[config.mk]
export PLATFORM = sky130hd
export DESIGN_NAME = base64_byte_encoder
export DESIGN_NICKNAME = d
export VERILOG_FILES = /design/src/b64e_pkg.sv /design/src/base64_byte_encoder.sv /design/src/b64e_serializer.sv
export SDC_FILE = /design/constraint.sdc
export NUM_CORES = 1
export LEC_CHECK = 0
export ABC_AREA = 1
export BUFFER_PORTS_ARGS = -buffer_cell sky130_fd_sc_hd__buf_4
export CAP_MARGIN = 20
export CORE_MARGIN = 1
export CORE_UTILIZATION = 30
export CTS_CLUSTER_SIZE = 14
export DETAILED_ROUTE_END_ITERATION = 8
export GPL_TIMING_DRIVEN = 0
export PLACE_DENSITY_LB_ADDON = 0.12
export SYNTH_ARGS = -nofsm -noshare
export SYNTH_HDL_FRONTEND = slang
export SYNTH_SLANG_ARGS = --single-unit
[constraint.sdc]
create_clock -name i_clk -period 2.1 [get_ports i_clk]
set_input_delay 0 -clock i_clk [delete_from_list [all_inputs] [get_ports i_clk]]
set_output_delay 0 -clock i_clk [all_outputs]
set_load 0.05 [all_outputs]
[src/b64e_pkg.sv]
`default_nettype none

package b64e_pkg;

    localparam int unsigned ByteW   = 8;
    localparam int unsigned CharW   = 7;
    localparam int unsigned SextetW = 6;
    localparam int unsigned GroupW  = 3 * ByteW;

    typedef logic [ByteW-1:0]   t_byte;
    typedef logic [CharW-1:0]   t_char;
    typedef logic [SextetW-1:0] t_sextet;
    typedef logic [GroupW-1:0]  t_group;
    typedef logic [1:0]         t_count;

    localparam t_count CntEmpty = 2'd0;
    localparam t_count CntOne   = 2'd1;
    localparam t_count CntTwo   = 2'd2;
    localparam t_count CntLast  = 2'd3;

    localparam t_char ChUpperA = 7'd65;
    localparam t_char ChLowerA = 7'd97;
    localparam t_char ChZero   = 7'd48;
    localparam t_char ChPlus   = 7'd43;
    localparam t_char ChSlash  = 7'd47;

    // Maps a six-bit value onto the standard alphabet.
    function automatic t_char sextet_to_char(input t_sextet v);
        t_char c;
        c = {1'b0, v};
        if (v < 6'd26) begin
            sextet_to_char = ChUpperA + c;
        end else if (v < 6'd52) begin
            sextet_to_char = ChLowerA + c - 7'd26;
        end else if (v < 6'd62) begin
            sextet_to_char = ChZero + c - 7'd52;
        end else if (v == 6'd62) begin
            sextet_to_char = ChPlus;
        end else begin
            sextet_to_char = ChSlash;
        end
    endfunction

endpackage

`default_nettype wire

[src/base64_byte_encoder.sv]
// Unpadded base64 encoder, one message byte per input word.
// Input channel: i_valid/o_ready carry i_data_byte and i_final_byte, the
// latter set on the last byte of a message. Output channel: o_valid/i_ready
// carry o_code_char (ASCII) and o_group_end, set on the fourth character of
// each group of four.
// Bytes that neither complete a group of three nor end the message are
// stored and accepted in every cycle. A completing byte is packed into a
// group buffer in the cycle it is accepted; a short final group is filled
// with zero bytes and never padded with '='.
// The completing byte's group passes through the group buffer and then the
// output register; one character leaves per cycle while the receiver is ready.
// The single group buffer sets the sustained rate: a new group can be loaded
// only as the last character of the previous one moves to the output register.
// When the receiver stalls, the output register holds its word and the group
// buffer fills; o_ready then drops only for a byte that would complete the
// next group.
// Synchronous reset clears the pending byte count, the group buffer and the
// output register; no word is presented right after reset.
`default_nettype none

module base64_byte_encoder
    import b64e_pkg::*;
(
    input  wire logic  i_clk,
    input  wire logic  i_rst_n,
    input  wire logic  i_valid,
    output logic       o_ready,
    input  wire t_byte i_data_byte,
    input  wire logic  i_final_byte,
    output logic       o_valid,
    input  wire logic  i_ready,
    output t_char      o_code_char,
    output logic       o_group_end
);

    t_count r_cnt, n_cnt;
    t_byte  r_first;
    t_byte  r_second;
    logic   completes;
    logic   grp_free;
    logic   accept;
    logic   load;
    t_group group;

    assign completes = i_final_byte || (r_cnt == CntTwo) || (r_cnt == CntLast);
    assign o_ready   = grp_free || !completes;
    assign accept    = i_valid && o_ready;
    assign load      = accept && completes;

    always_comb begin
        priority if (r_cnt == CntEmpty) begin
            group = {i_data_byte, 16'h0000};
        end else if (r_cnt == CntOne) begin
            group = {r_first, i_data_byte, 8'h00};
        end else begin
            group = {r_first, r_second, i_data_byte};
        end
    end

    always_comb begin
        n_cnt = r_cnt;
        if (accept) begin
            if (completes) begin
                n_cnt = CntEmpty;
            end else begin
                n_cnt = r_cnt + 2'd1;
            end
        end
    end

    always_ff @(posedge i_clk) begin
        if (!i_rst_n) begin
            r_cnt <= CntEmpty;
        end else begin
            r_cnt <= n_cnt;
        end
    end

    always_ff @(posedge i_clk) begin
        if (accept && !completes) begin
            if (r_cnt == CntEmpty) begin
                r_first <= i_data_byte;
            end else begin
                r_second <= i_data_byte;
            end
        end
    end

    b64e_serializer u_ser (
        .i_clk       (i_clk),
        .i_rst_n     (i_rst_n),
        .i_load      (load),
        .i_group     (group),
        .o_free      (grp_free),
        .o_valid     (o_valid),
        .i_ready     (i_ready),
        .o_code_char (o_code_char),
        .o_group_end (o_group_end)
    );

    a_cnt_range: assert property (@(posedge i_clk) disable iff (!i_rst_n)
        r_cnt != CntLast)
        else $error("Pending byte count reached three.");

    a_cnt_clear: assert property (@(posedge i_clk) disable iff (!i_rst_n)
        load |=> (r_cnt == CntEmpty))
        else $error("Pending byte count not cleared after a group was emitted.");

    a_pending_ready: assert property (@(posedge i_clk) disable iff (!i_rst_n)
        (i_valid && !completes) |-> o_ready)
        else $error("A byte that completes no group was held off.");

endmodule

`default_nettype wire

[src/b64e_serializer.sv]
`default_nettype none

module b64e_serializer
    import b64e_pkg::*;
(
    input  wire logic   i_clk,
    input  wire logic   i_rst_n,
    input  wire logic   i_load,
    input  wire t_group i_group,
    output logic        o_free,
    output logic        o_valid,
    input  wire logic   i_ready,
    output t_char       o_code_char,
    output logic        o_group_end
);

    logic   r_grp_vld, n_grp_vld;
    t_group r_grp;
    t_count r_idx, n_idx;
    logic   r_out_vld, n_out_vld;
    t_char  r_out_char;
    logic   r_out_end;
    logic   out_free;
    logic   advance;
    t_sextet sextet;

    assign out_free = !r_out_vld || i_ready;
    assign advance  = r_grp_vld && out_free;
    assign o_free   = !r_grp_vld || (advance && (r_idx == CntLast));

    always_comb begin
        unique case (r_idx)
            CntEmpty: sextet = r_grp[23:18];
            CntOne:   sextet = r_grp[17:12];
            CntTwo:   sextet = r_grp[11:6];
            CntLast:  sextet = r_grp[5:0];
            default:  sextet = r_grp[5:0];
        endcase
    end

    always_comb begin
        n_grp_vld = r_grp_vld;
        n_idx     = r_idx;
        n_out_vld = r_out_vld;
        if (advance) begin
            n_idx     = r_idx + 2'd1;
            n_out_vld = 1'b1;
            if (r_idx == CntLast) begin
                n_grp_vld = 1'b0;
            end
        end else if (i_ready) begin
            n_out_vld = 1'b0;
        end
        if (i_load) begin
            n_grp_vld = 1'b1;
        end
    end

    always_ff @(posedge i_clk) begin
        if (!i_rst_n) begin
            r_grp_vld <= 1'b0;
            r_idx     <= CntEmpty;
            r_out_vld <= 1'b0;
        end else begin
            r_grp_vld <= n_grp_vld;
            r_idx     <= n_idx;
            r_out_vld <= n_out_vld;
        end
    end

    always_ff @(posedge i_clk) begin
        if (i_load) begin
            r_grp <= i_group;
        end
        if (advance) begin
            r_out_char <= sextet_to_char(sextet);
            r_out_end  <= (r_idx == CntLast);
        end
    end

    assign o_valid     = r_out_vld;
    assign o_code_char = r_out_char;
    assign o_group_end = r_out_end;

    a_load_when_free: assert property (@(posedge i_clk) disable iff (!i_rst_n)
        i_load |-> o_free)
        else $error("Group loaded while the buffer was busy.");

    a_idx_idle: assert property (@(posedge i_clk) disable iff (!i_rst_n)
        !r_grp_vld |-> (r_idx == CntEmpty))
        else $error("Character index not at zero while no group is held.");

    a_end_mark: assert property (@(posedge i_clk) disable iff (!i_rst_n)
        (advance && (r_idx == CntLast)) |=> (r_out_vld && r_out_end))
        else $error("Fourth character of a group was not marked.");

endmodule

`default_nettype wire

Word level (Yosys, flattened, before mapping)

Index checks and enable logic that the tools add are counted.

Output and inout port bits: 10
Memories kept: 0
Logic and storage cells: 64
Memory bits (writable): 0
ROM bits: 0
Bits of input ports: 13
Latch bits: 0
Register bits after elaboration: 54

Multipliers: 0
Muxes and demuxes: 13
$add $sub $neg: 7
Bitwise logic cells: 1
Equal/unequal tests: 7
Reductions and logical operators: 22
Div/mod/pow operators: 0
Shift-type cells: 0
Magnitude comparators: 3

Operator list:

| kind                                                       | number |
|---|---|
| 2-to-1 mux 24 bit                                          | 1 |
| one-hot mux 6 bit (4 select lines)                         | 1 |
| 2-to-1 mux 7 bit                                           | 3 |
| 2-to-1 mux 16 bit                                          | 1 |
| adder 7 x 6 -> 7 bit, first input constant                 | 2 |
| less-than comparator 6 bit, second input constant          | 2 |
| equality test 2 bit, second input constant                 | 4 |
| adder 6 x 6 -> 7 bit, first input constant                 | 1 |
| subtractor 7 x 5 -> 7 bit, second input constant           | 1 |
| subtractor 7 x 6 -> 7 bit, second input constant           | 1 |
| equality test 6 bit, second input constant                 | 1 |
| less-than comparator 6 x 5 -> 1 bit, second input constant | 1 |
| AND reduction 2 bit                                        | 3 |
| nonzero test 2 bit                                         | 3 |
| logical AND 1 bit                                          | 5 |
| logical OR 1 bit                                           | 5 |
| 2-to-1 mux 1 bit                                           | 5 |
| adder 2 x 1 -> 2 bit, second input constant                | 2 |
| equality test 2 x 1 -> 1 bit, second input constant        | 2 |
| zero test 2 bit                                            | 2 |
| zero test 1 bit                                            | 3 |
| 2-to-1 mux 3 bit                                           | 1 |
| 2-to-1 mux 2 bit                                           | 1 |
| OR reduction 2 bit                                         | 1 |
| NOT 1 bit                                                  | 1 |

Logic depth before layout (Yosys ltp)

Word-level depth: 10
Gate-level depth with buffers: 16
Depth with buffers taken out: 15

Modules after synthesis

Synthesis repeated with hierarchy kept, for this count alone.

Cell total of the unflattened synthesis: 282
Area total of the unflattened synthesis: 2748.9 sq um

By module, submodules not included:

| module              | cells each | area each (sq um) | instances | seq. area each (sq um) |
|---|---|---|---|---|
| b64e_serializer     | 184        | 1809.2            | 1         | 1041.0 |
| base64_byte_encoder | 98         | 939.7             | 1         | 520.5 |

Worst setup path after synthesis

No wires, ideal clock.

Path kind: register -> register
Start point: reg r_cnt[0]
End point: reg u_ser.r_grp[0] (enable)
Arrival: 1.865 ns
Period minus slack after synthesis: 2.244 ns
Setup slack: -0.144 ns
Stages on the path, launching flop included: 8
Library setup time: 0.379 ns
Required time: 1.721 ns
Buffers on the path: 0
Cell sequence: dfxtp_1 inv_1 ha_1 nor3_1 inv_1 nand2_1 nand3_1 inv_1

Cells in the longest elaborated chain, start to end: 7
Elaborated cells between the ends (all ways): 8
Those cells by class: eq/ne: 2; reduce/logical: 6

RTL lines:

| item                   | RTL line                  | RTL |
|---|---|---|
| from (decl)            | base64_byte_encoder.sv:36 | `t_count r_cnt, n_cnt;` |
| from (signal assigned) | base64_byte_encoder.sv:73 | `r_cnt <= CntEmpty;` |
| from (signal assigned) | base64_byte_encoder.sv:75 | `r_cnt <= n_cnt;` |
| equality test 2 bit    | base64_byte_encoder.sv:45 | `assign completes = i_final_byte \|\| (r_cnt == CntTwo) \|\| (r_cnt == CntLast);` |
| logical OR 1 bit       | base64_byte_encoder.sv:45 |  |
| logical OR 1 bit (*)   | base64_byte_encoder.sv:45 |  |
| zero test 1 bit (*)    | base64_byte_encoder.sv:46 | `assign o_ready = grp_free \|\| !completes;` |
| logical OR 1 bit (*)   | base64_byte_encoder.sv:46 |  |
| via o_ready            | base64_byte_encoder.sv:27 | `output logic o_ready,` |
| logical AND 1 bit (*)  | base64_byte_encoder.sv:47 | `assign accept = i_valid && o_ready;` |
| logical AND 1 bit (*)  | base64_byte_encoder.sv:48 | `assign load = accept && completes;` |
| via load               | base64_byte_encoder.sv:42 | `logic load;` |
| to (signal assigned)   | b64e_serializer.sv:73     | `r_grp <= i_group;` |
| to (decl)              | b64e_serializer.sv:18     | `t_group r_grp;` |

The timed path passes the listed nets; every way through them passes the cells marked *.
A chain may end at the register's enable or synchronous reset.

Worst setup path after layout

Start point: reg u_ser.r_idx[1]
End point: reg u_ser.r_out_char[4] (netlist: u_ser.o_code_char[4]) (data pin)

Cells in the longest elaborated chain, start to end: 7
Elaborated cells between the ends (all ways): 16
Those cells by class: add/sub: 5; order compare: 3; eq/ne: 3; mux: 4; reduce/logical: 1

RTL lines:

| item                                        | RTL line              | RTL |
|---|---|---|
| from (decl)                                 | b64e_serializer.sv:19 | `t_count r_idx, n_idx;` |
| from (signal assigned)                      | b64e_serializer.sv:62 | `r_idx <= CntEmpty;` |
| from (signal assigned)                      | b64e_serializer.sv:66 | `r_idx <= n_idx;` |
| equality test 2 bit (tied with other cells) | b64e_serializer.sv:32 | `unique case (r_idx)` |
| one-hot mux 6 bit (4 select lines) (*)      | b64e_serializer.sv:32 |  |
| adder 6 x 6 -> 7 bit                        | b64e_pkg.sv:36        | `sextet_to_char = ChZero + c - 7'd52;` |
| subtractor 7 x 6 -> 7 bit                   | b64e_pkg.sv:36        |  |
| 2-to-1 mux 7 bit                            | b64e_pkg.sv:35        | `end else if (v < 6'd62) begin` |
| 2-to-1 mux 7 bit                            | b64e_pkg.sv:33        | `end else if (v < 6'd52) begin` |
| 2-to-1 mux 7 bit (*)                        | b64e_pkg.sv:31        | `if (v < 6'd26) begin` |
| to (signal assigned)                        | b64e_serializer.sv:76 | `r_out_char <= sextet_to_char(sextet);` |
| to (decl)                                   | b64e_serializer.sv:21 | `t_char r_out_char;` |

Every way passes the cells marked *; elsewhere a longest branch is shown, timed or not.

==> results.py <==
metrics = {
    "yosys": {
        "ys_warn_count": 0,
        "synth.area.top_cells": "edfxtp_1 (53%), nand2_1 (9.7%), ha_1 (5.1%), inv_1 (4.5%), dfxtp_1 (4.4%)",
        "synth_edf_count": 48,
        "synth_area_mm2": 0.00272,
        "synth_ff_type": "edfxtp_1",
        "async_flop_share_pct": 0,
        "synth_top_cell_by_area": "edfxtp_1",
        "synth.yosys.seq_area_share_pct": 57.4,
        "synth_seq_cells": 54,
        "avgSynthCellArea_um2": 9.97,
        "ys_types": 27,
        "synth_top_cell_area_share_pct": 52.9,
        "synth_fp_nets": 297,
        "synthCells": 273,
    },
    "setup_path": {
        "r2r-start": "u_ser.r_idx[1]$_SDFFE_PN0P_",
        "critPathLaunchType": "flip-flop",
        "rrSetupSlack_ps": 140,
        "endpoint_kind": "flip-flop",
        "crit_required_ps": 2170,
        "critPathArrivalTime_ps": 2030,
        "critical_path_class": "flip-flop to flip-flop",
        "rr_endpoint": "u_ser.o_code_char[4]$_DFFE_PP_",
        "worst_r2r_path_depth": 12,
        "cp_max_fo": 9,
        "endpoint": "u_ser.o_code_char[4]$_DFFE_PP_",
        "crit_start": "u_ser.r_idx[1]$_SDFFE_PN0P_",
    },
    "cts": {
        "cts_tree": "yes",
        "insertion_delay_ps": 310,
        "cts_buffers": 5,
        "cts-root-buf": "clkbuf_8",
        "clk_pin_slew_ps": 90,
        "cts_sinks": 54,
        "htree_num_levels": 2,
        "cts_max_path_buffers": 2,
    },
    "sta": {
        "fin_crit_ps": 1960,
        "worst_pin_slew_ps": 419,
        "finalSetupViolations": 0,
        "fmax_mhz": 510,
        "post-route-period-util_pct": 93.4,
        "setup_tns_ps": 0,
        "holdWs_ps": 136,
        "relSlewSlack_pct": 72.1,
        "maxSlewViolCount": 0,
        "timing.final.ws_setup_ps": 139,
        "finalHoldViolations": 0,
        "finalClockSkew_ps": 8.91,
        "rsz0062_at_grt": "true",
    },
    "finish": {
        "n_fill_cell": 876,
        "diodes": 0,
        "nNetsFinal": 344,
        "fin_util_pct": 38.6,
        "syn_to_final_growth_pct": 24.1,
        "regArea_mm2": 0.00157,
        "final_cell_area_mm2": 0.00338,
        "final_cells": 429,
        "layout-drive-gt1-share_pct": 25.5,
        "multi_input_area_mm2": 0.00106,
    },
    "power_and_ir_drop": {
        "leakage_nw": 1.36,
        "pwr-share-seq_pct": 47.7,
        "switchingPower_mw": 0.798,
        "internal_power_mw": 1.89,
        "pwr-share-comb_pct": 26.5,
        "swShare_pct": 29.7,
        "peakVddDrop_uv": 455,
        "p_clk_share_pct": 25.9,
        "finalPower_mw": 2.69,
        "powerDensity_mw_per_mm2": 796,
    },
    "die": {
        "rows": 34,
        "die_area_mm2": 0.00946,
        "coreArea_mm2": 0.00876,
        "die_x_um": 97.3,
        "io_pins": 23,
        "die_h_um": 97.3,
        "start_util_pct": 31.1,
    },
    "routing": {
        "vias_per_cell": 4.30,
        "drcViolationCount": 0,
        "drtIter0Drc": 48,
        "finalWirelength_um": 5090,
        "dr.pass1.iters": 4,
        "wl_per_cell_um": 11.9,
        "ant_nets": 0,
        "num_vias": 1843,
    },
    "hold_path": {
        "min_path_type": "input pin to flip-flop",
        "min_delay_path_depth": 6,
    },
    "grt": {
        "grt_max_degree": 26,
        "track_usage_pct": 11.3,
        "antenna_found_initial": 0,
        "grt_overflow": 0,
        "grt_pass1_vias": 1803,
        "grt_pass1_wl_um": 8520,
    },
    "place": {
        "hpwlAfterDp_um": 3770,
        "routabilityCongestion": 0.762,
        "post-place-cells": 403,
        "place_area_mm2": 0.00303,
        "preCtsSetupSlack_ps": -160,
        "numPortBuffers": 22,
    },
    "run_status": {
        "status": "finished clean",
    },
    "flow_run": {
        "max-cap-violations": 0,
    },
}
## state kept, by name, summed over array words and instances, names as in the netlist
| register | flops |
|---|---|
| r_first | 8 |
| r_cnt | 2 |
| u_ser.r_grp | 24 |
| r_second | 8 |
| u_ser.o_group_end | 1 |
| u_ser.o_code_char | 7 |
| u_ser.o_valid | 1 |
| u_ser.r_idx | 2 |
| u_ser.r_grp_vld | 1 |
## layer usage
layer / GRT usage (%) / vias to the layer above / wire length (µm)
met5: 0 / - / 0
met3: 2.45 / 5 / 105
li1: - / 994 / -
met4: 3.62 / 0 / 65
met2: 19.2 / 21 / 2490
met1: 14.4 / 823 / 2430
## critical path, stage by stage, from the launching register on
cell	delay (ps)
dfxtp_2	360
inv_1	90
ha_4	180
inv_2	80
buf_12	120
nand2_2	60
o21ai_4	240
inv_2	110
ha_1	240
nand2_1	90
xor2_1	60
nand2_1	60
nand2_1	40
## synthesized netlist by cell type (4+ instances only)
library cell and n:
nand2_1 70, edfxtp_1 48, inv_1 33, o21ai_0 21, nor2_1 17, a21oi_1 16
ha_1 11, nand3_1 10, nand2_2 7, dfxtp_1 6, nor2_2 5, clkbuf_1 4
## timing repair
item,CTS,global route
pin swaps,2,2
endpoints found under the setup margin,18,45
endpoints found under the hold margin,21,0
hold buffers,11,0
gates resized for setup,5,17
buffers inserted,2,4
cloned,0,1
## placed cells by master (no fill, tap or decap), drive strengths merged
| master | instances |
|---|---|
| dfxtp | 6 |
| o21bai | 3 |
| inv | 34 |
| clkinvlp | 3 |
| nand3 | 11 |
| dlygate4sd3 | 11 |
| nand2 | 80 |
| bufinv | 1 |
| buf | 29 |
| edfxtp | 48 |
| or2 | 3 |
| nor2 | 25 |
| clkbuf | 10 |
| nand4 | 2 |
| a21oi | 16 |
| xnor2 | 1 |
| o21ai | 24 |
| nor3 | 2 |
| ha | 11 |
| xor2 | 1 |
## cell type report
cell class	instances	area share, %
clock buffer	6	2.15
sequential	54	46.3
buffer	5	1.04
timing repair inverter	1	0.222
multi-input combinational	179	31.5
clock inverter	2	1.11
tap	108	4.00
timing repair buffer	39	9.59
inverter	35	4.07
## cell families (layout without fill, tap and decap cells)
kind of cell	count (synthesis)	in the layout	share of synthesized area [%]
adder cells (fa/ha/maj)	11	11	5.06
XOR/XNOR	2	2	0.643
buffers and inverters	40	88	6.02
flip-flops	54	54	57.4
AO/OA/AOI/OAI	43	43	9.97
AND/OR/NAND/NOR	123	123	21.0
## power groups by stage
| stage | clock (mW) | sequential [mW] | combinational (mW) |
|---|---|---|---|
| after floorplan | 0 | 1.36 | 0.431 |
| after global placement | 0 | 1.31 | 0.637 |
| after detailed placement | 0 | 1.31 | 0.639 |
| after CTS | 0.731 | 1.28 | 0.674 |
| after global routing | 0.755 | 1.29 | 0.805 |
| final | 0.696 | 1.28 | 0.711 |
## how the worst min path moves through the flow
stage	start	endpoint	slack, ps
global placement	i_data_byte[5]	r_first[5]$_DFFE_PP_	200
CTS	i_final_byte	r_cnt[1]$_SDFFE_PN0N_	110
floorplan	i_data_byte[0]	r_first[0]$_DFFE_PP_	100
detailed placement	i_data_byte[4]	r_first[4]$_DFFE_PP_	200
finish	i_final_byte	r_cnt[1]$_SDFFE_PN0N_	140
global route	i_final_byte	r_cnt[1]$_SDFFE_PN0N_	200
(Power assumes the default switching activity.)
